File: src/hw/rtl/omdx_pkg.sv
// ----------------------------------------------------------------------------
// omdx_pkg: output channel mixdown shared definitions
// Field widths, opcodes, register indexes, speaker layout tables and the
// structs that pass between the controller, datapath and register block.
// ----------------------------------------------------------------------------
`default_nettype none

package omdx_pkg;

	localparam int unsigned NUM_CHANNELS_DEF = 9;
	localparam int unsigned SAMPLE_BITS_DEF  = 24;
	localparam int unsigned COEFF_BITS_DEF   = 16;

	localparam int unsigned OP_W       = 2;
	localparam int unsigned CH_W       = 4;
	localparam int unsigned VAL_W      = 24;
	localparam int unsigned LAYOUT_W   = 3;
	localparam int unsigned KIND_W     = 2;
	localparam int unsigned SLOT_W     = 4;
	localparam int unsigned SLOT_MAP_W = 36;
	localparam int unsigned CFG_IDX_W  = 2;
	localparam int unsigned CFG_DATA_W = 36;
	localparam int unsigned OUT_W      = 32;
	localparam int unsigned SPK_W      = 3;
	localparam int unsigned NSPK_W     = 4;

	localparam int unsigned COEFF_FRAC = 14;
	localparam int unsigned FIX_FRAC   = 20;
	localparam int unsigned GAIN_SHIFT = 15;
	localparam int          SAMPLE_ONE = 1048576;
	localparam logic [15:0] S16_MIN    = 16'h8000;
	localparam logic [15:0] S16_MAX    = 16'h7fff;

	typedef enum logic [OP_W-1:0] {
		OP_COEFF  = 2'd0,
		OP_CLICK  = 2'd1,
		OP_SAMPLE = 2'd2,
		OP_EOB    = 2'd3
	} op_t;

	localparam logic [CFG_IDX_W-1:0] REG_LAYOUT = 2'd0;
	localparam logic [CFG_IDX_W-1:0] REG_KIND   = 2'd1;
	localparam logic [CFG_IDX_W-1:0] REG_SLOTS  = 2'd2;

	localparam logic [KIND_W-1:0] KIND_U8  = 2'd0;
	localparam logic [KIND_W-1:0] KIND_S16 = 2'd1;

	localparam logic [LAYOUT_W-1:0] LAYOUT_STEREO = 3'd1;

	localparam logic [CH_W-1:0] SPK_FL  = 4'd0;
	localparam logic [CH_W-1:0] SPK_FR  = 4'd1;
	localparam logic [CH_W-1:0] SPK_FC  = 4'd2;
	localparam logic [CH_W-1:0] SPK_LFE = 4'd3;
	localparam logic [CH_W-1:0] SPK_BL  = 4'd4;
	localparam logic [CH_W-1:0] SPK_BR  = 4'd5;
	localparam logic [CH_W-1:0] SPK_BC  = 4'd6;
	localparam logic [CH_W-1:0] SPK_SL  = 4'd7;
	localparam logic [CH_W-1:0] SPK_SR  = 4'd8;

	// mono, stereo, quad, 5.1, 6.1, 7.1, two unused codes
	localparam logic [NSPK_W-1:0] LAYOUT_LEN [8] = '{
		4'd1, 4'd2, 4'd4, 4'd6, 4'd7, 4'd8, 4'd0, 4'd0
	};

	localparam logic [CH_W-1:0] LAYOUT_CHAN [8][8] = '{
		'{SPK_FC, SPK_FL, SPK_FL, SPK_FL, SPK_FL, SPK_FL, SPK_FL, SPK_FL},
		'{SPK_FL, SPK_FR, SPK_FL, SPK_FL, SPK_FL, SPK_FL, SPK_FL, SPK_FL},
		'{SPK_FL, SPK_FR, SPK_BL, SPK_BR, SPK_FL, SPK_FL, SPK_FL, SPK_FL},
		'{SPK_FL, SPK_FR, SPK_FC, SPK_LFE, SPK_BL, SPK_BR, SPK_FL, SPK_FL},
		'{SPK_FL, SPK_FR, SPK_FC, SPK_LFE, SPK_BC, SPK_SL, SPK_SR, SPK_FL},
		'{SPK_FL, SPK_FR, SPK_FC, SPK_LFE, SPK_BL, SPK_BR, SPK_SL, SPK_SR},
		'{SPK_FL, SPK_FL, SPK_FL, SPK_FL, SPK_FL, SPK_FL, SPK_FL, SPK_FL},
		'{SPK_FL, SPK_FL, SPK_FL, SPK_FL, SPK_FL, SPK_FL, SPK_FL, SPK_FL}
	};

	typedef struct packed {
		op_t                     opcode;
		logic [CH_W-1:0]         channel;
		logic [CH_W-1:0]         dest_channel;
		logic signed [VAL_W-1:0] value;
		logic                    frame_last;
	} item_t;

	typedef struct packed {
		logic [LAYOUT_W-1:0]   layout;
		logic [KIND_W-1:0]     kind;
		logic [SLOT_MAP_W-1:0] slot_map;
	} cfg_t;

	typedef struct packed {
		logic            take;
		logic            frame_clr;
		logic            mac_clr;
		logic            rd_start;
		logic            issue;
		logic            conv;
		logic            put;
		logic            last;
		logic [CH_W-1:0] c;
		logic [CH_W-1:0] spk;
	} ctl_cmd_t;

	typedef struct packed {
		logic s1_empty;
		logic out_free;
	} dp_sts_t;

endpackage

`default_nettype wire

File: src/hw/rtl/omdx_ifs.sv
// ----------------------------------------------------------------------------
// omdx_ifs: mixdown channel interfaces
// Command word channel, configuration write channel and result word channel.
// ----------------------------------------------------------------------------
`default_nettype none


interface omdx_cfg_if import omdx_pkg::*; ();
	logic                  valid;
	logic                  ready;
	logic [CFG_IDX_W-1:0]  index;
	logic [CFG_DATA_W-1:0] data;

	modport source (output valid, index, data, input ready);
	modport sink (input valid, index, data, output ready);
endinterface


`default_nettype wire

File: src/hw/rtl/omdx_regs.sv
// ----------------------------------------------------------------------------
// omdx_regs: mixdown configuration registers
// Speaker layout, output sample kind and device slot map.
// ----------------------------------------------------------------------------
`default_nettype none

module omdx_regs import omdx_pkg::*; (
	input  logic       clk,
	input  logic       arst_n,
	omdx_cfg_if.sink   cfg,
	output cfg_t       regs
);

	cfg_t regs_q;

	assign cfg.ready = 1'b1;
	assign regs      = regs_q;

	always_ff @(posedge clk or negedge arst_n) begin
		if (!arst_n) begin
			regs_q.layout   <= LAYOUT_STEREO;
			regs_q.kind     <= KIND_S16;
			regs_q.slot_map <= '0;
		end else if (cfg.valid) begin
			case (cfg.index)
				REG_LAYOUT: regs_q.layout   <= cfg.data[LAYOUT_W-1:0];
				REG_KIND:   regs_q.kind     <= cfg.data[KIND_W-1:0];
				REG_SLOTS:  regs_q.slot_map <= cfg.data[SLOT_MAP_W-1:0];
				default: begin
				end
			endcase
		end
	end

endmodule

`default_nettype wire

File: src/flat_wrapper.sv
// flat-port wrapper written by rule: the top's interface ports become plain ports
module omdx_regs_flat import omdx_pkg::*;
  (clk, arst_n, regs, cfg_valid, cfg_index, cfg_data, cfg_ready);
  omdx_cfg_if cfg_i ();
  input  logic clk;
  input  logic arst_n;
  output cfg_t regs;
  input wire logic [$bits(cfg_i.valid)-1:0] cfg_valid;
  input wire logic [$bits(cfg_i.index)-1:0] cfg_index;
  input wire logic [$bits(cfg_i.data)-1:0] cfg_data;
  output wire logic [$bits(cfg_i.ready)-1:0] cfg_ready;
  assign cfg_i.valid = cfg_valid;
  assign cfg_i.index = cfg_index;
  assign cfg_i.data = cfg_data;
  assign cfg_ready = cfg_i.ready;
  omdx_regs u_core (.clk(clk), .arst_n(arst_n), .cfg(cfg_i), .regs(regs));
endmodule
File: config.mk
export PLATFORM = sky130hd
export DESIGN_NAME = omdx_regs_flat
export DESIGN_NICKNAME = d
export VERILOG_FILES = /design/src/hw/rtl/omdx_pkg.sv /design/src/hw/rtl/omdx_ifs.sv /design/src/hw/rtl/omdx_regs.sv /design/src/flat_wrapper.sv
export SDC_FILE = /design/constraint.sdc
export NUM_CORES = 1
export LEC_CHECK = 0
export BUFFER_PORTS_ARGS = -buffer_cell sky130_fd_sc_hd__buf_2
export CORE_ASPECT_RATIO = 1.4
export CORE_MARGIN = 2
export CORE_UTILIZATION = 49
export DETAILED_ROUTE_END_ITERATION = 8
export PLACE_DENSITY = 0.95
export SKIP_LAST_GASP = 1
export SLEW_MARGIN = 0
export SYNTH_ARGS = -nofsm -noshare
export SYNTH_HDL_FRONTEND = slang
export SYNTH_SLANG_ARGS = --single-unit
File: constraint.sdc
create_clock -name clk -period 2 [get_ports clk]
set_clock_uncertainty 0.05 [all_clocks]
set_input_delay 0.1 -clock clk [delete_from_list [all_inputs] [get_ports clk]]
set_output_delay 0.1 -clock clk [all_outputs]
set_load 0.01 [all_outputs]
# [Word-level counts from Yosys, hierarchy flattened]
# Cells that the tools add are included.
[word_totals] ff_bits=41 elab_cells=9
[op_classes] eq_ne=2 n_reduce_logical=4
[op_table] operator="$reduce_and 2->1" count=3
[op_table] operator="$eq 2x1->1 const B" count=1
[op_table] operator="$eq 2x2->1 const B" count=1
[op_table] operator="$logic_not 2->1" count=1

# [Logic depth before layout (Yosys ltp)]
[logic_depth] ltp_word=2 ltp_mapped=4 mapped_depth_nobuf=2

# [Least setup slack after synthesis]
# OpenSTA, ideal clock, no wires.
[synth_path] kind="input to register" start="input cfg_index[0]" end="register u_core.regs_q, in the netlist u_core.regs[0]" setup_slack_ns=0.996 path_stages=4 arrival_time_ns=0.829 setup_time_ns=0.125 required_ns=1.825 cell_sequence="nand3b_1 -> buf_6 -> buf_12 -> mux2_4"
[synth_via] elab_chain_cells=2
[synth_rtl] element="start: declaration" line_no="flat_wrapper.sv:9" rtl="input wire logic [$bits(cfg_i.index)-1:0] cfg_index;"
[synth_rtl] element="$eq 2x2->1" line_no="omdx_regs.sv:25" rtl="case (cfg.index)"
[synth_rtl] element="$reduce_and 2->1 (no line)"
[synth_rtl] element="end: declaration" line_no="omdx_regs.sv:14" rtl="cfg_t regs_q;"
# No other way between the ends.
# A chain may end at the register's enable or synchronous reset.

# [Worst setup path after layout]
[layout_path] start="register u_core.regs_q, in the netlist u_core.regs[36]" end="output regs[36] in the netlist's numbering"
[layout_lines] element="end: declaration" line_no="flat_wrapper.sv:7" rtl="output cfg_t regs;"
# No word-level cell between the ends.

==> impl_metrics.yaml <==
finish:
  layout_common_cells: "81 x buf_2, 39 x dfrtp_1, 30 x mux2_4"
  antenna_cells: 0
  regArea_sq_um: 1030
  final_common_cell: "buf_2"
  final_area_sq_um: 2460
  finish.utilization_pct: 73.6
  nNetsFinal: 243
  drive_above_1_share_pct: 65.8
  fillers: 217
  synthToLayoutAreaGrowth_pct: 44.2
  largest_register_ffs: 41
  multi_input_comb_area_sq_um: 601
clock_network:
  path_clk_slew_ns: 0.07
  root_buffer: "clkbuf_8"
  cts_tree: "yes"
  clockBufferDepth: 2
  htree_num_levels: 2
  cts.sink_count: 41
  clk_latency_ns: 0.28
  cts_resized: 0
  cts_made_buffers: 5
detailed_routing:
  viasPerCell: 4.86
  drt_wl_total_um: 3990
  dr.pass1.iters: 4
  wl_per_cell_um: 16.5
  route.detailed.drc: 0
  ant_nets: 0
  via_count: 1175
  drt-initial-drc-count: 8
floorplan:
  ioPinCount: 83
  die_w_um: 53.9
  coreArea_sq_um: 3350
  initial_core_util_pct: 51.0
  die_area_sq_um: 3980
  die_height_um: 73.9
  rows: 25
placed_design:
  io_buffers: 81
  hpwlAfterDp_um: 2630
  placed_cell_area_sq_um: 2100
  place.gp.congestion: 0.671
power:
  p_seq_share_pct: 46.9
  leakage_nw: 1.31
  vdd.ir_drop.worst_mv: 0.925
  clkPwrFrac_pct: 27.1
  switching_power_w: 0.000593
  power_density_nw_per_um2: 935
  p_comb_share_pct: 26.0
  p_sw_share_pct: 25.7
  p_int_w: 0.00171
yosys:
  syn_nets: 132
  synth_top_area_cell: "dfrtp_1"
  synthDistinctLibCells: 10
  yosysWarnings: 0
  syn_avg_cell_area_sq_um: 18.8
  synth_top_area_share_pct: 57.1
  ys_ff_latch: 41
  yosysSeqAreaShare_pct: 60.2
  ys_top_cells_by_area: "dfrtp_1 57%, mux2_4 26%, mux2_2 7.3%"
  syn_inst: 91
  syn_area_sq_um: 1710
timing:
  clock.fmax_mhz: 919
  whs_ns: 0.00755
  worst_slew_pin_slew_ns: 0.871
  maxSlewHeadroom_pct: 41.9
  drv_slew: 0
  period_needed_ns: 1.09
  finalCritPeriodShare_pct: 54.4
  hold_viol: 0
  finalSetupViolations: 0
  grt_setup_unrepaired: "no"
  setup-tns-final_ns: 0
global_routing:
  grt_pass1_vias: 1261
  grt_max_degree: 42
  globalRoute.totalOverflow: 0
  antenna_found_initial: 0
  track_usage_pct: 21.7
  grt_pass1_wl_um: 5960
setup_path:
  critical_path.max_stage_delay_ns: 0.54
  cp_num_buf_inv: 1
  worst_ep_required_time_ns: 1.85
  cp_slowest_cell: "dfstp_2"
  worstPathCellList: "buf_2"
  path_class: "reg2out"
  crit_path_start_kind: "flip-flop"
  cp-end-kind: "output pin"
  worst-path-max-fanout: 2
  arrival_ns: 0.94
  cp_top_family: "flip-flops"
flow_run:
  max_cap_viol_count: 0
worst_hold_path:
  hp-class: "in2reg"
status:
  status: "completed"
worst paths after layout:
path	from	end	slack [ns]	cells past startpoint
max in group asynchronous	arst_n	u_core.regs[39]	0.92	2
setup reg to reg	u_core.regs[3]	u_core.regs[3]	1.17	1
hold / removal	cfg_data[34]	u_core.regs[34]	0.008	2
min in group asynchronous	arst_n	u_core.regs[30]	0.43	2
hold reg to reg	u_core.regs[7]	u_core.regs[7]	0.46	1
setup / recovery	u_core.regs[36]	regs[36]	0.91	1
cells by family (layout without fill, tap and decap cells):
group | Yosys count | in the layout | share of synthesized area (%)
other | 1 | 1 | 0.220
buffers and inverters | 5 | 116 | 4.62
muxes | 41 | 41 | 33.6
DFF | 41 | 41 | 60.2
and+or+nand+nor | 3 | 3 | 1.32
stage by stage:
stage               instances  setup slack (ns)  power (W)
finish                    242             0.912    0.00230
global route              242             0.729    0.00242
CTS                       242             0.873    0.00233
detailed placement        209             0.797    0.00165
global placement          209             0.807    0.00162
floorplan                  91             0.996    0.00140
layer usage:
layer  global-route usage, %  part of all wire, %  up-vias
met1                    24.0                   36      583
met2                    38.6                   57       50
met4                    7.98                  1.5        0
met5                       0                    0        -
met3                    5.69                  5.5        6
li1                        -                    -      536
layout make-up:
class	instances	share of cell area, %
Clock buffer	5	2.79
Clock inverter	2	1.42
Multi-Input combinational cell	45	24.4
Sequential cell	41	41.7
Tap cell	40	2.03
Timing Repair Buffer	109	27.6
synthesized netlist by cell type:
cell	number
buf_12	3
dfstp_2	2
dfrtp_1	39
mux2_4	30
nor3b_1	1
conb_1	1
nand3b_1	2
mux2_2	11
buf_4	1
buf_6	1
power by group through the flow:
stage / clock network, W / registers (W) / logic (W)
2_1_floorplan: 0 / 0.00116 / 0.000239
3_3_place_gp: 0 / 0.00108 / 0.000544
3_5_place_dp: 0 / 0.00109 / 0.000564
4_1_cts: 0.000645 / 0.00108 / 0.000605
5_1_grt: 0.000675 / 0.00110 / 0.000644
6_report: 0.000625 / 0.00108 / 0.000599
what timing repair did:
action / 4_1_cts / 5_1_grt
endpoints found under the hold margin: 64 / 0
hold buffers: 26 / 0
setup endpoints to repair: 0 / 0
setup buffers: 0 / 0
Power figures use the tool's default switching activity.
