$ cat config.mk
export PLATFORM = sky130hd
export DESIGN_NAME = omdx_ctl
export DESIGN_NICKNAME = d
export VERILOG_FILES = /design/src/hw/rtl/omdx_pkg.sv /design/src/hw/rtl/omdx_ctl.sv
export SDC_FILE = /design/constraint.sdc
export NUM_CORES = 1
export LEC_CHECK = 0
export BUFFER_PORTS_ARGS = -buffer_cell sky130_fd_sc_hd__buf_2
export CAP_MARGIN = 25
export CORE_MARGIN = 4
export CORE_UTILIZATION = 39
export DETAILED_ROUTE_END_ITERATION = 6
export PLACE_DENSITY = 0.84
export SYNTH_ARGS = -nofsm -noshare
export SYNTH_HDL_FRONTEND = slang
export SYNTH_SLANG_ARGS = --single-unit
$ cat constraint.sdc
create_clock -name clk -period 2.08 [get_ports clk]
set_input_delay 0.104 -clock clk [delete_from_list [all_inputs] [get_ports clk]]
set_output_delay 0.104 -clock clk [all_outputs]
set_load 0.01 [all_outputs]
$ cat src/hw/rtl/omdx_pkg.sv
// ----------------------------------------------------------------------------
// omdx_pkg: output channel mixdown shared definitions
// Field widths, opcodes, register indexes, speaker layout tables and the
// structs that pass between the controller, datapath and register block.
// ----------------------------------------------------------------------------
`default_nettype none

package omdx_pkg;

	localparam int unsigned NUM_CHANNELS_DEF = 9;
	localparam int unsigned SAMPLE_BITS_DEF  = 24;
	localparam int unsigned COEFF_BITS_DEF   = 16;

	localparam int unsigned OP_W       = 2;
	localparam int unsigned CH_W       = 4;
	localparam int unsigned VAL_W      = 24;
	localparam int unsigned LAYOUT_W   = 3;
	localparam int unsigned KIND_W     = 2;
	localparam int unsigned SLOT_W     = 4;
	localparam int unsigned SLOT_MAP_W = 36;
	localparam int unsigned CFG_IDX_W  = 2;
	localparam int unsigned CFG_DATA_W = 36;
	localparam int unsigned OUT_W      = 32;
	localparam int unsigned SPK_W      = 3;
	localparam int unsigned NSPK_W     = 4;

	localparam int unsigned COEFF_FRAC = 14;
	localparam int unsigned FIX_FRAC   = 20;
	localparam int unsigned GAIN_SHIFT = 15;
	localparam int          SAMPLE_ONE = 1048576;
	localparam logic [15:0] S16_MIN    = 16'h8000;
	localparam logic [15:0] S16_MAX    = 16'h7fff;

	typedef enum logic [OP_W-1:0] {
		OP_COEFF  = 2'd0,
		OP_CLICK  = 2'd1,
		OP_SAMPLE = 2'd2,
		OP_EOB    = 2'd3
	} op_t;

	localparam logic [CFG_IDX_W-1:0] REG_LAYOUT = 2'd0;
	localparam logic [CFG_IDX_W-1:0] REG_KIND   = 2'd1;
	localparam logic [CFG_IDX_W-1:0] REG_SLOTS  = 2'd2;

	localparam logic [KIND_W-1:0] KIND_U8  = 2'd0;
	localparam logic [KIND_W-1:0] KIND_S16 = 2'd1;

	localparam logic [LAYOUT_W-1:0] LAYOUT_STEREO = 3'd1;

	localparam logic [CH_W-1:0] SPK_FL  = 4'd0;
	localparam logic [CH_W-1:0] SPK_FR  = 4'd1;
	localparam logic [CH_W-1:0] SPK_FC  = 4'd2;
	localparam logic [CH_W-1:0] SPK_LFE = 4'd3;
	localparam logic [CH_W-1:0] SPK_BL  = 4'd4;
	localparam logic [CH_W-1:0] SPK_BR  = 4'd5;
	localparam logic [CH_W-1:0] SPK_BC  = 4'd6;
	localparam logic [CH_W-1:0] SPK_SL  = 4'd7;
	localparam logic [CH_W-1:0] SPK_SR  = 4'd8;

	// mono, stereo, quad, 5.1, 6.1, 7.1, two unused codes
	localparam logic [NSPK_W-1:0] LAYOUT_LEN [8] = '{
		4'd1, 4'd2, 4'd4, 4'd6, 4'd7, 4'd8, 4'd0, 4'd0
	};

	localparam logic [CH_W-1:0] LAYOUT_CHAN [8][8] = '{
		'{SPK_FC, SPK_FL, SPK_FL, SPK_FL, SPK_FL, SPK_FL, SPK_FL, SPK_FL},
		'{SPK_FL, SPK_FR, SPK_FL, SPK_FL, SPK_FL, SPK_FL, SPK_FL, SPK_FL},
		'{SPK_FL, SPK_FR, SPK_BL, SPK_BR, SPK_FL, SPK_FL, SPK_FL, SPK_FL},
		'{SPK_FL, SPK_FR, SPK_FC, SPK_LFE, SPK_BL, SPK_BR, SPK_FL, SPK_FL},
		'{SPK_FL, SPK_FR, SPK_FC, SPK_LFE, SPK_BC, SPK_SL, SPK_SR, SPK_FL},
		'{SPK_FL, SPK_FR, SPK_FC, SPK_LFE, SPK_BL, SPK_BR, SPK_SL, SPK_SR},
		'{SPK_FL, SPK_FL, SPK_FL, SPK_FL, SPK_FL, SPK_FL, SPK_FL, SPK_FL},
		'{SPK_FL, SPK_FL, SPK_FL, SPK_FL, SPK_FL, SPK_FL, SPK_FL, SPK_FL}
	};

	typedef struct packed {
		op_t                     opcode;
		logic [CH_W-1:0]         channel;
		logic [CH_W-1:0]         dest_channel;
		logic signed [VAL_W-1:0] value;
		logic                    frame_last;
	} item_t;

	typedef struct packed {
		logic [LAYOUT_W-1:0]   layout;
		logic [KIND_W-1:0]     kind;
		logic [SLOT_MAP_W-1:0] slot_map;
	} cfg_t;

	typedef struct packed {
		logic            take;
		logic            frame_clr;
		logic            mac_clr;
		logic            rd_start;
		logic            issue;
		logic            conv;
		logic            put;
		logic            last;
		logic [CH_W-1:0] c;
		logic [CH_W-1:0] spk;
	} ctl_cmd_t;

	typedef struct packed {
		logic s1_empty;
		logic out_free;
	} dp_sts_t;

endpackage

`default_nettype wire

$ cat src/hw/rtl/omdx_ctl.sv
// ----------------------------------------------------------------------------
// omdx_ctl: mixdown controller
// Accepts command words and sequences the per-speaker multiply-accumulate,
// conversion and result hand-off in the datapath.
// ----------------------------------------------------------------------------
`default_nettype none

module omdx_ctl import omdx_pkg::*; #(
	parameter int unsigned NUM_CHANNELS = NUM_CHANNELS_DEF
) (
	input  logic     clk,
	input  logic     arst_n,
	input  logic     cmd_valid,
	output logic     cmd_ready,
	input  item_t    item,
	input  cfg_t     regs,
	input  dp_sts_t  sts,
	output ctl_cmd_t ctrl
);

	localparam int unsigned CW = (NUM_CHANNELS > 1) ? $clog2(NUM_CHANNELS) : 1;

	typedef enum logic [5:0] {
		ST_IDLE  = 6'b000001,
		ST_START = 6'b000010,
		ST_ISSUE = 6'b000100,
		ST_DRAIN = 6'b001000,
		ST_CONV  = 6'b010000,
		ST_PUT   = 6'b100000
	} state_t;

	state_t            state_q;
	state_t            state_d;
	logic [SPK_W-1:0]  j_q;
	logic [SPK_W-1:0]  j_d;
	logic [CW-1:0]     c_q;
	logic [CW-1:0]     c_d;
	logic [NSPK_W-1:0] n_spk;
	logic [CH_W-1:0]   spk;
	logic              take;
	logic              is_last;

	assign cmd_ready = (state_q == ST_IDLE);
	assign take      = cmd_valid && cmd_ready;
	assign n_spk     = LAYOUT_LEN[regs.layout];
	assign spk       = LAYOUT_CHAN[regs.layout][j_q];
	assign is_last   = ({1'b0, j_q} == (n_spk - NSPK_W'(1)));

	always_comb begin
		state_d        = state_q;
		j_d            = j_q;
		c_d            = c_q;
		ctrl           = '0;
		ctrl.take      = take;
		ctrl.c         = CH_W'(c_q);
		ctrl.spk       = spk;
		ctrl.last      = is_last;
		case (state_q)
			ST_IDLE: begin
				if (take && item.opcode == OP_SAMPLE && item.frame_last) begin
					j_d     = '0;
					state_d = ST_START;
				end
			end
			ST_START: begin
				if (n_spk == '0) begin
					ctrl.frame_clr = 1'b1;
					state_d        = ST_IDLE;
				end else begin
					ctrl.mac_clr  = 1'b1;
					ctrl.rd_start = 1'b1;
					c_d           = '0;
					state_d       = (spk < CH_W'(NUM_CHANNELS)) ? ST_ISSUE : ST_DRAIN;
				end
			end
			ST_ISSUE: begin
				ctrl.issue = 1'b1;
				if (c_q == CW'(NUM_CHANNELS - 1)) begin
					state_d = ST_DRAIN;
				end else begin
					c_d = c_q + CW'(1);
				end
			end
			ST_DRAIN: begin
				if (sts.s1_empty) begin
					state_d = ST_CONV;
				end
			end
			ST_CONV: begin
				ctrl.conv = 1'b1;
				state_d   = ST_PUT;
			end
			ST_PUT: begin
				if (sts.out_free) begin
					ctrl.put = 1'b1;
					if (is_last) begin
						ctrl.frame_clr = 1'b1;
						state_d        = ST_IDLE;
					end else begin
						j_d     = j_q + SPK_W'(1);
						state_d = ST_START;
					end
				end
			end
			default: begin
				state_d = ST_IDLE;
			end
		endcase
	end

	always_ff @(posedge clk or negedge arst_n) begin
		if (!arst_n) begin
			state_q <= ST_IDLE;
			j_q     <= '0;
			c_q     <= '0;
		end else begin
			state_q <= state_d;
			j_q     <= j_d;
			c_q     <= c_d;
		end
	end

endmodule

`default_nettype wire

Word-level counts from Yosys, hierarchy flattened
Memories as Yosys holds them, arrays and structs flattened.
Index checks and enable logic that the tools add are counted.

word-level totals
  RAM bits = 0
  output and inout port bits = 17
  flip-flop bits (word level) = 13
  memories kept = 2
  memory bits (read-only) = 288
  input port bits = 81
  bits in latches = 0
  word-level logic and storage cells = 70

cells by class
  equal/unequal tests = 16
  bitwise gates (word level) = 2
  $add $sub $neg = 3
  shifts and indexed selects = 0
  divide/modulo/power cells = 0
  multiply operators = 0
  mux-type cells = 32
  order comparisons = 3
  reductions and logical operators = 9

memories
  name             words  width  read ports  clocked after Yosys merged registers in  write ports  line            RTL
  (no name shown)  8      32     1           0                                        0            omdx_ctl.sv:46  assign spk = LAYOUT_CHAN[regs.layout][j_q];
  (no name shown)  8      4      1           0                                        0            omdx_ctl.sv:45  assign n_spk = LAYOUT_LEN[regs.layout];

operators by type and width
  kind                                                             count
  32-bit 2-to-1 mux                                                2
  6-bit one-hot mux with 6 select lines                            1
  4-bit 2-to-1 mux                                                 8
  6-bit 2-to-1 mux                                                 4
  4-bit binary-select mux with 3-bit select                        1
  2-bit != test, second input constant                             6
  3-bit 2-to-1 mux                                                 3
  4-bit greater-or-equal comparator, second input constant         2
  3-bit inverter with 4-bit output                                 2
  4-bit one-hot mux with 2 select lines                            1
  4-bit AND reduction                                              2
  1-bit 2-to-1 mux                                                 7
  6-bit by 1-bit == test with 1-bit output, second input constant  1
  6-bit by 2-bit == test with 1-bit output, second input constant  1
  6-bit by 3-bit == test with 1-bit output, second input constant  1
  6-bit by 4-bit == test with 1-bit output, second input constant  1
  6-bit by 5-bit == test with 1-bit output, second input constant  1
  6-bit == test, second input constant                             1
  2-bit 2-to-1 mux                                                 3
  3-bit one-hot mux with 2 select lines                            1
  4-bit by 1-bit adder with 4-bit output, second input constant    1
  3-bit by 4-bit == test with 1-bit output                         1
  4-bit == test, second input constant                             1
  4-bit logical NOT                                                1
  9 further kinds                                                  12

Longest topological paths before layout
Gate-level depths: netlist of run 1.

  depth in word-level cells = 11
  mapped depth = 7
  gate-level depth less buffers = 7

Worst setup path before layout of run 1
Ideal clock, no wire load.

  path type = register -> register
  start = register state_q[2]
  end = register c_q[0]
  data arrival time = 1.761 ns
  path slack = 0.194 ns
  setup time = 0.125 ns
  cell stages (with the launch flop) = 6
  cell sequence = dfrtp_1 > or4_4 > nor3b_2 > a21boi_4 > nor2_1 > mux2_4

on the way
  word-level cells in the longest chain between the ends = 3
  elaborated cells on any way between the ends = 7
  classes of those cells = 4 x eq/ne; 1 x mux; 2 x reduce/logical

RTL lines
  what                                                                                                  line             RTL
  start, declared                                                                                       omdx_ctl.sv:32   state_t state_q;
  start signal, assigned                                                                                omdx_ctl.sv:117  state_q <= state_d;
  6-bit by 3-bit == test with 1-bit output or 6-bit by 2-bit == test with 1-bit output (tied branches)  omdx_ctl.sv:58   case (state_q)
  2-bit != test (no line) or 2-bit nonzero test (tied branches)                                         --
  3-bit AND reduction (no line)                                                                         --
  end signal, assigned                                                                                  omdx_ctl.sv:115  c_q <= '0;
  end signal, assigned                                                                                  omdx_ctl.sv:119  c_q <= c_d;
  end, declared                                                                                         omdx_ctl.sv:36   logic [CW-1:0] c_q;

Parallel ways exist; a longest one is shown, timed or not.
A chain may end at the register's enable or synchronous reset.

==> results.py, run 1 <==
metrics = {
    "die": {
        "ioPinCount": 98,
        "initial_utilization": 0.417,
        "rows": 19,
        "coreArea_sq_um": 2830,
        "die_area_sq_um": 3970,
        "die_y_um": 63.0,
        "dieWidth_um": 63.0,
    },
    "synth": {
        "yosys_warnings": 0,
        "synth_top_family_by_area": "simple AND/OR/NAND/NOR gates",
        "synthMuxAreaShare": 0.0393,
        "yosysTopAreaCellShare": 0.255,
        "netlist_area_sq_um": 1180,
        "synthArstFlopShare": 1.00,
        "synth.most_common_cell": "dfrtp_1",
        "synthAdderAreaFrac": 0.0318,
        "synth-compound-area-share": 0.188,
        "synth_area_leaders": "dfrtp_1 (25%), nand2_1 (3.5%), o21ai_0 (3.4%)",
        "avgSynthCellArea_sq_um": 8.73,
        "synth-simple-area-share": 0.335,
        "syn_nets": 219,
        "synth-edff-count": 0,
        "synth_xor_area_frac": 0.0372,
        "synth_seq_cells": 13,
        "synth-main-ff-cell": "dfrtp_1",
        "syn_inst": 135,
        "synth_top_area_cell": "dfrtp_1",
        "synthDistinctLibCells": 56,
        "synth_seq_area_share": 0.277,
        "post_synth_most_frequent_cells": "dfrtp_1 (12), nand2_1 (11), nor2_1 (9)",
    },
    "final_layout": {
        "layout-drive-gt1-share": 0.352,
        "post-route-util": 0.499,
        "area_growth_pct": 19.7,
        "layout.nets": 250,
        "postLayoutCellArea_sq_um": 1410,
        "antenna_cells": 0,
    },
    "grt": {
        "grt_pass1_vias": 1047,
        "grt_usage": 0.141,
        "grt_first_pass_wirelength_um": 4730,
        "grt_max_degree": 15,
        "grt_overflow": 0,
        "antenna_found_initial": 0,
    },
    "sta": {
        "rsz0062_at_grt": "yes",
        "setup_slack_ns": 0.0562,
        "tightestPinTransition_ns": 0.597,
        "final_hold_viol_count": 0,
        "period_share": 0.973,
        "finClkSkew_ns": 0.00488,
        "final_max_slew_viol_count": 0,
        "timing.fmax_mhz": 494,
        "finalSetupViolCount": 0,
        "maxSlewHeadroom": 0.597,
        "period_minus_slack_ns": 2.02,
    },
    "setup_path": {
        "path_class": "flop to output pin",
        "slowest_stage": "or4_4",
        "arrival_ns": 1.92,
        "critPathRequiredTime_ns": 1.98,
        "crit_fanout": 2,
        "crit_chain": "or4_4 > nor3b_4 > buf_4 > nand3_2 > o21ai_1 > buf_2",
        "startpoint_type": "flop",
        "cpPeakStageDelay_ns": 0.58,
        "crit_path_end_kind": "output pin",
    },
    "place": {
        "postPlaceCellArea_sq_um": 1320,
        "port-buffer-count": 27,
        "hpwlAfterDp_um": 1980,
        "dp_slack_ns": 0.146,
        "gp_routability_congestion": 0.845,
    },
    "pwr": {
        "seqPwrFrac": 0.399,
        "irDropWorstVdd_uv": 510,
        "p_leak_uw": 0.000664,
        "pwr_density_cell_nw_per_um2": 755,
        "power_frac_comb": 0.457,
        "p_sw_uw": 421,
        "p_int_uw": 645,
        "clockPowerShare": 0.144,
        "p_sw_frac": 0.395,
    },
    "route": {
        "wire_per_inst_um": 13.8,
        "drt_iter0_markers": 73,
        "num_vias": 1102,
        "drt_pre_antenna_iters": 4,
        "drc_errors": 0,
        "final_antenna_net_count": 0,
        "vias_per_cell": 5.62,
        "drt_wl_total_um": 2700,
    },
    "cts": {
        "clk_pin_slew_ns": 0.08,
        "root_buffer": "clkbuf_4",
        "clock_path_buffers": 2,
        "cts_tree": "yes",
        "cts.sinks": 13,
        "cts_buffers": 3,
        "htreeDepth": 1,
        "clk_latency_ns": 0.27,
    },
    "min_path": {
        "hold_path_class": "primary input to flop",
    },
    "outcome": {
        "outcome": "completed",
    },
    "flow_run": {
        "cap_violations": 0,
    },
}
==> flip-flops by register name, summed over array words and instances (netlist names) <==
register / cells
state_q: 6
c_q: 4
j_q: 3
==> path summary, 6_finish.rpt <==
path / cells past startpoint / start / slack [ns] / to
setup / recovery: 6 / state_q[2] / 0.06 / ctrl[14]
max in group asynchronous: 2 / arst_n / 1.57 / state_q[0]
hold / removal: 2 / sts[1] / 0.05 / state_q[3]
min in group asynchronous: 2 / arst_n / 0.23 / c_q[1]
setup reg to reg: 5 / state_q[3] / 0.09 / state_q[0]
hold reg to reg: 1 / j_q[0] / 0.57 / j_q[0]
==> critical path: cells and delay by family, from the launching register on <==
family | cells | cell delay [ns]
AO/OA/AOI/OAI | 1 | 0.09
buffers and inverters | 2 | 0.28
flip-flops | 1 | 0.41
AND/OR/NAND/NOR | 3 | 0.86
==> through the flow <==
stage,setup TNS (ns),hold slack [ns],power [uW],cells
after detailed placement,0,0.00577,891,188
after CTS,0,0.0389,1060,196
after global placement,0,0.00119,879,188
after global routing,-0.174,0.0589,1150,196
final,0,0.0456,1070,196
after floorplan,0,-0.192,744,135
==> cell usage in the layout, fill, tap and decap left out, drive strengths merged, types with 3 or more instances in the layout <==
cell / Yosys / layout
nor3b: 4 / 4
nor3: 6 / 6
nand3b: 4 / 4
ha: 3 / 3
o21ai: 8 / 8
xor2: 4 / 4
dfrtp: 12 / 12
a21oi: 6 / 6
nand3: 6 / 6
clkbuf: 3 / 4
buf: 8 / 36
nand2: 11 / 11
inv: 8 / 8
nor2: 9 / 9
==> routing by layer <==
layer / GRT usage / vias to the layer above / routed length (um)
li1: - / 554 / -
met1: 0.175 / 522 / 1180
met2: 0.257 / 26 / 1400
met3: 0.0234 / 0 / 118
met4: 0.0248 / 0 / 0
met5: 0 / - / 0
==> what timing repair did <==
action,CTS,global route
setup endpoints to repair,2,6
hold buffers,1,0
setup buffers,4,0
pin swaps,2,2
resized for setup,4,4
endpoints found under the hold margin,13,0
==> area by class of cell <==
class / instances / area, sq um
Clock buffer: 4 / 26.3
Fill cell: 282 / 1420
Inverter: 8 / 30.0
Multi-Input combinational cell: 103 / 774
Sequential cell: 13 / 329
Tap cell: 31 / 38.8
Timing Repair Buffer: 37 / 213
==> power groups by stage <==
stage               clock (uW)  sequential [uW]  combinational [uW]
floorplan                    0              411                 333
global placement             0              418                 461
detailed placement           0              421                 471
CTS                        159              420                 480
global route               174              436                 536
finish                     153              426                 487
==> logic make-up (layout without fill, tap and decap cells) <==
kind of cell	count (synthesis)	in the layout
simple gates	60	60
fa+ha+maj	3	3
flops	13	13
xor+xnor	5	5
compound gates	31	31
buf+inv	19	49
mux	4	4
Note: power is estimated with default switching activity, not from simulation.
==> run 2, diff against run 1 <==
- CTS_BUF_LIST: unset -> sky130_fd_sc_hd__clkbuf_8 sky130_fd_sc_hd__clkbuf_16
- GPL_ROUTABILITY_DRIVEN: unset -> 0
==> run 2 against run 1 <==
Compared with the run above:
- wire length is 2.9% higher
- total power rose by 7.1%
- clock skew decreased by 0.0042 ns
==> results.py, run 2 (same netlist as run 1, synthesis figures left out) <==
metrics = {
    "outcome": {
        "outcome": "completed",
    },
    "route": {
        "vias_per_cell": 5.76,
        "final_antenna_net_count": 0,
        "drt_iter0_markers": 71,
        "num_vias": 1128,
        "drt_wl_total_um": 2780,
        "drt_pre_antenna_iters": 4,
        "wire_per_inst_um": 14.2,
        "drc_errors": 0,
    },
    "setup_path": {
        "r2r_end": "c_q[0]",
        "r2r_slack_ns": 0.14,
        "slowest_stage": "or4_4",
        "arrival_ns": 1.96,
        "endpoint": "ctrl[12]",
        "cpPeakStageDelay_ns": 0.58,
        "crit_fanout": 5,
        "regToRegStartpoint": "state_q[3]",
        "crit_top_cell": "buf_6",
        "crit_path_end_kind": "output pin",
        "ff2ff_path_depth": 5,
        "startpoint_type": "flop",
        "startpoint": "state_q[3]",
        "critPathRequiredTime_ns": 1.98,
        "path_class": "flop to output pin",
        "crit_chain": "or4_4 > nor3b_4 > a21boi_4 > buf_6 > buf_6",
    },
    "sta": {
        "final_hold_viol_count": 0,
        "rsz0062_at_grt": "yes",
        "final_max_slew_viol_count": 0,
        "period_share": 0.993,
        "tightestPinTransition_ns": 0.448,
        "period_minus_slack_ns": 2.07,
        "finalSetupViolCount": 0,
        "timing.fmax_mhz": 484,
        "setup_slack_ns": 0.0146,
        "hold_ws_ns": 0.0780,
        "tns_ns": 0,
        "finClkSkew_ns": 0.000662,
        "maxSlewHeadroom": 0.701,
    },
    "final_layout": {
        "final_common_cell": "buf_2",
        "largest_register_ffs": 6,
        "post-route-util": 0.514,
        "final_cell_mix": "buf_2 (25), nand2_1 (11), inv_1 (9), nor2_1 (9)",
        "layout-drive-gt1-share": 0.370,
        "area_growth_pct": 23.5,
        "top_regs": "state_q: 6 flops, c_q: 4 flops, j_q: 3 flops",
        "fin_cells": 196,
        "antenna_cells": 0,
        "largest-register": "state_q",
        "layout.nets": 250,
    },
    "pwr": {
        "p_sw_frac": 0.381,
        "p_sw_uw": 435,
        "power_frac_comb": 0.434,
        "seqPwrFrac": 0.376,
        "irDropWorstVdd_uv": 580,
        "clockPowerShare": 0.191,
        "p_int_uw": 707,
        "p_leak_uw": 0.000679,
        "pwr_density_cell_nw_per_um2": 785,
    },
    "cts": {
        "clock_path_buffers": 2,
        "cts_buffers": 3,
        "cts.sinks": 13,
        "clk_pin_slew_ns": 0.05,
        "root_buffer": "clkbuf_8",
        "clk_latency_ns": 0.24,
        "cts_tree": "yes",
        "htreeDepth": 1,
    },
    "grt": {
        "grt_overflow": 0,
        "grt_pass1_vias": 1024,
        "antenna_found_initial": 0,
        "grt_usage": 0.138,
        "grt_first_pass_wirelength_um": 4600,
        "grt_max_degree": 15,
    },
    "die": {
        "ioPinCount": 98,
        "die_area_sq_um": 3970,
        "rows": 19,
        "coreArea_sq_um": 2830,
        "dieWidth_um": 63.0,
        "initial_utilization": 0.417,
        "die_y_um": 63.0,
    },
    "min_path": {
        "hold_path_class": "primary input to flop",
        "worstHoldStart": "sts[1]",
    },
    "place": {
        "place_inst": 188,
        "dp_slack_ns": 0.146,
        "port-buffer-count": 27,
        "hpwlAfterDp_um": 1980,
    },
    "flow_run": {
        "cap_violations": 0,
    },
}
## run 2: cell count changes in the layout (fill, tap and decap cells not counted), sizes merged
cell / change
inv: +1
clkbuf: -1
## run 2: power groups by stage
stage	clock network, uW	logic (uW)	registers, uW
6_report	218	495	429
5_1_grt	238	542	442
4_1_cts	223	479	422
3_5_place_dp	0	471	421
3_3_place_gp	0	461	418
2_1_floorplan	0	333	411
## run 2: worst min path at each step
stage / end / slack (ns) / cells past startpoint
detailed placement: c_q[1] / 0.006 / 1
finish: state_q[3] / 0.08 / 2
global route: state_q[3] / 0.10 / 2
CTS: state_q[3] / 0.08 / 2
floorplan: c_q[0] / -0.19 / 0
global placement: state_q[2] / 0.001 / 1
## run 2: per-layer routing
metal,global-route usage,part of all wire,vias to the layer above
met5,0,0,-
met4,0.0331,0.0029,0
met1,0.171,0.43,535
met2,0.246,0.52,35
met3,0.0234,0.048,2
li1,-,-,556
## run 2: layout make-up
| type | instances | area, sq um |
|---|---|---|
| fill | 266 | 1370 |
| clock inverter | 1 | 3.75 |
| inverter | 8 | 30.0 |
| multi-input combinational | 103 | 781 |
| tap | 31 | 38.8 |
| timing repair buffer | 37 | 229 |
| clock buffer | 3 | 41.3 |
| sequential | 13 | 332 |
## run 2: critical path: cells and delay by family (launching register included)
family,cells,cell delay (ns)
buffers and inverters,2,0.24
AO/OA/AOI/OAI,1,0.23
flip-flops,1,0.43
AND/OR/NAND/NOR,2,0.82
## run 2: what timing repair did
item / CTS / global route
buffers inserted: 1 / 2
endpoints found under the setup margin: 2 / 5
endpoints found under the hold margin: 12 / 0
hold buffers: 1 / 0
pin swaps: 0 / 2
gates resized for setup: 1 / 12
## run 2: metrics by stage
step / total power (uW) / cell area (sq um)
final: 1140 / 1460
after global routing: 1220 / 1460
after CTS: 1120 / 1390
after detailed placement: 891 / 1320
after global placement: 879 / 1320
after floorplan: 744 / 1180
==> run 3, diff against run 2 <==
- SETUP_SLACK_MARGIN: unset -> 0.5
==> run 3 against run 2 <==
Compared with the run above:
- first-iteration DRC count rose by 34%
- design area increased by 21%
- worst setup slack improved by 0.027 ns
- flip-flop and latch count unchanged
- wire length rose by 22%
- clock power increased by 9%
- worst hold slack worse by 0.0013 ns
- fmax grew 1.3%
- via count increased by 8.4%
- combinational power up 27%
- critical endpoint unchanged
==> results.py, run 3 (same netlist as run 1, synthesis figures left out) <==
metrics = {
    "outcome": {
        "outcome": "completed",
    },
    "sta": {
        "setup_slack_ns": 0.0415,
        "maxSlewHeadroom": 0.769,
        "final_max_slew_viol_count": 0,
        "hold_ws_ns": 0.0767,
        "timing.fmax_mhz": 491,
        "period_minus_slack_ns": 2.04,
        "finClkSkew_ns": 0.00181,
        "tightestPinTransition_ns": 0.337,
        "final_hold_viol_count": 0,
        "period_share": 0.980,
        "tns_ns": 0,
        "finalSetupViolCount": 0,
        "rsz0062_at_grt": "yes",
    },
    "die": {
        "die_y_um": 63.0,
        "initial_utilization": 0.417,
        "rows": 19,
        "die_area_sq_um": 3970,
        "coreArea_sq_um": 2830,
        "dieWidth_um": 63.0,
        "ioPinCount": 98,
    },
    "setup_path": {
        "cpPeakStageDelay_ns": 0.58,
        "crit_family": "simple AND/OR/NAND/NOR gates",
        "crit_chain": "or4_4 > nor3b_4 > a21boi_4 > buf_6 > buf_6",
        "path_buf_inv": 2,
        "slowest_stage": "or4_4",
        "startpoint_type": "flop",
        "crit_top_cell": "buf_6",
        "critPathRequiredTime_ns": 1.98,
        "r2r_slack_ns": 0.08,
        "crit_path_end_kind": "output pin",
        "crit_fanout": 3,
        "arrival_ns": 1.93,
        "path_class": "flop to output pin",
    },
    "final_layout": {
        "layout.nets": 271,
        "top_regs": "state_q: 6 flops, c_q: 4 flops, j_q: 3 flops",
        "layout-drive-gt1-share": 0.505,
        "postLayoutCellArea_sq_um": 1770,
        "final_common_cell": "buf_4",
        "largest-register": "state_q",
        "largest_register_ffs": 6,
        "final_cell_mix": "buf_4 (23), buf_2 (22), nand2_1 (10), buf_6 (10)",
        "antenna_cells": 0,
        "area_growth_pct": 49.8,
    },
    "pwr": {
        "p_sw_frac": 0.385,
        "p_sw_uw": 497,
        "pwr_density_cell_nw_per_um2": 732,
        "total_power_uw": 1290,
        "irDropWorstVdd_uv": 698,
        "clockPowerShare": 0.184,
        "power_frac_comb": 0.488,
        "p_int_uw": 795,
        "seqPwrFrac": 0.328,
        "p_leak_uw": 0.000838,
    },
    "grt": {
        "grt_pass1_vias": 1206,
        "grt_usage": 0.172,
        "grt_max_degree": 15,
        "grt_overflow": 0,
        "antenna_found_initial": 0,
        "grt_first_pass_wirelength_um": 5550,
    },
    "cts": {
        "clock_path_buffers": 2,
        "cts_buffers": 3,
        "htreeDepth": 1,
        "cts.sinks": 13,
        "clk_latency_ns": 0.25,
        "cts_tree": "yes",
        "clk_pin_slew_ns": 0.06,
        "root_buffer": "clkbuf_8",
    },
    "route": {
        "drt_pre_antenna_iters": 4,
        "final_antenna_net_count": 0,
        "vias_per_cell": 5.64,
        "drt_iter0_markers": 95,
        "drt_wl_total_um": 3380,
        "num_vias": 1223,
        "drc_errors": 0,
        "wire_per_inst_um": 15.6,
    },
    "place": {
        "port-buffer-count": 27,
        "hpwlAfterDp_um": 2170,
        "dp_slack_ns": 0.131,
        "postPlaceCellArea_sq_um": 1350,
    },
    "min_path": {
        "hold_path_class": "primary input to flop",
    },
    "flow_run": {
        "cap_violations": 0,
    },
}
## run 3: power by group through the flow
stage	registers, uW	clock network [uW]	logic [uW]
2_1_floorplan	411	0	343
5_1_grt	433	248	690
3_3_place_gp	430	0	447
3_5_place_dp	435	0	462
4_1_cts	418	237	541
6_report	424	237	631
## run 3: per-stage QoR
step,util,instances
2_1_floorplan,-,135
3_3_place_gp,0.476,187
3_5_place_dp,0.476,187
4_1_cts,0.557,208
5_1_grt,0.624,217
6_report,0.624,217
## run 3: layout make-up
cell class	count	area, sq um
repair buffers	58	445
flip-flops and latches	13	330
multi-input cells	103	875
clock buffers	3	41.3
inverters	8	30.0
clock inverters	1	5.00
well taps	31	38.8
fillers	229	1060
## run 3: final timing paths
path,start,to,cells after the start
max,state_q[4],ctrl[12],5
min,sts[1],state_q[4],3
max reg2reg,state_q[4],c_q[0],6
min reg2reg,c_q[3],c_q[3],2
max in group asynchronous,arst_n,state_q[0],2
min in group asynchronous,arst_n,state_q[5],2
## run 3: per-layer routing
| metal | part of all wire | GRT usage |
|---|---|---|
| met1 | 0.43 | 0.212 |
| met2 | 0.51 | 0.310 |
| met3 | 0.053 | 0.0198 |
| met4 | 0.012 | 0.0496 |
| met5 | 0 | 0 |
## run 3: tightest hold or removal path, delay by kind of cell
kind | cells | cell delay (ns)
buf+inv | 2 | 0.16
simple gates | 1 | 0.03
## run 3: repair_timing
action,4_1_cts,5_1_grt
endpoints found under the hold margin,12,0
pin swaps,8,8
hold buffers,1,0
gates resized for setup,12,23
endpoints found under the setup margin,23,25
setup buffers,16,8
gates cloned,0,1
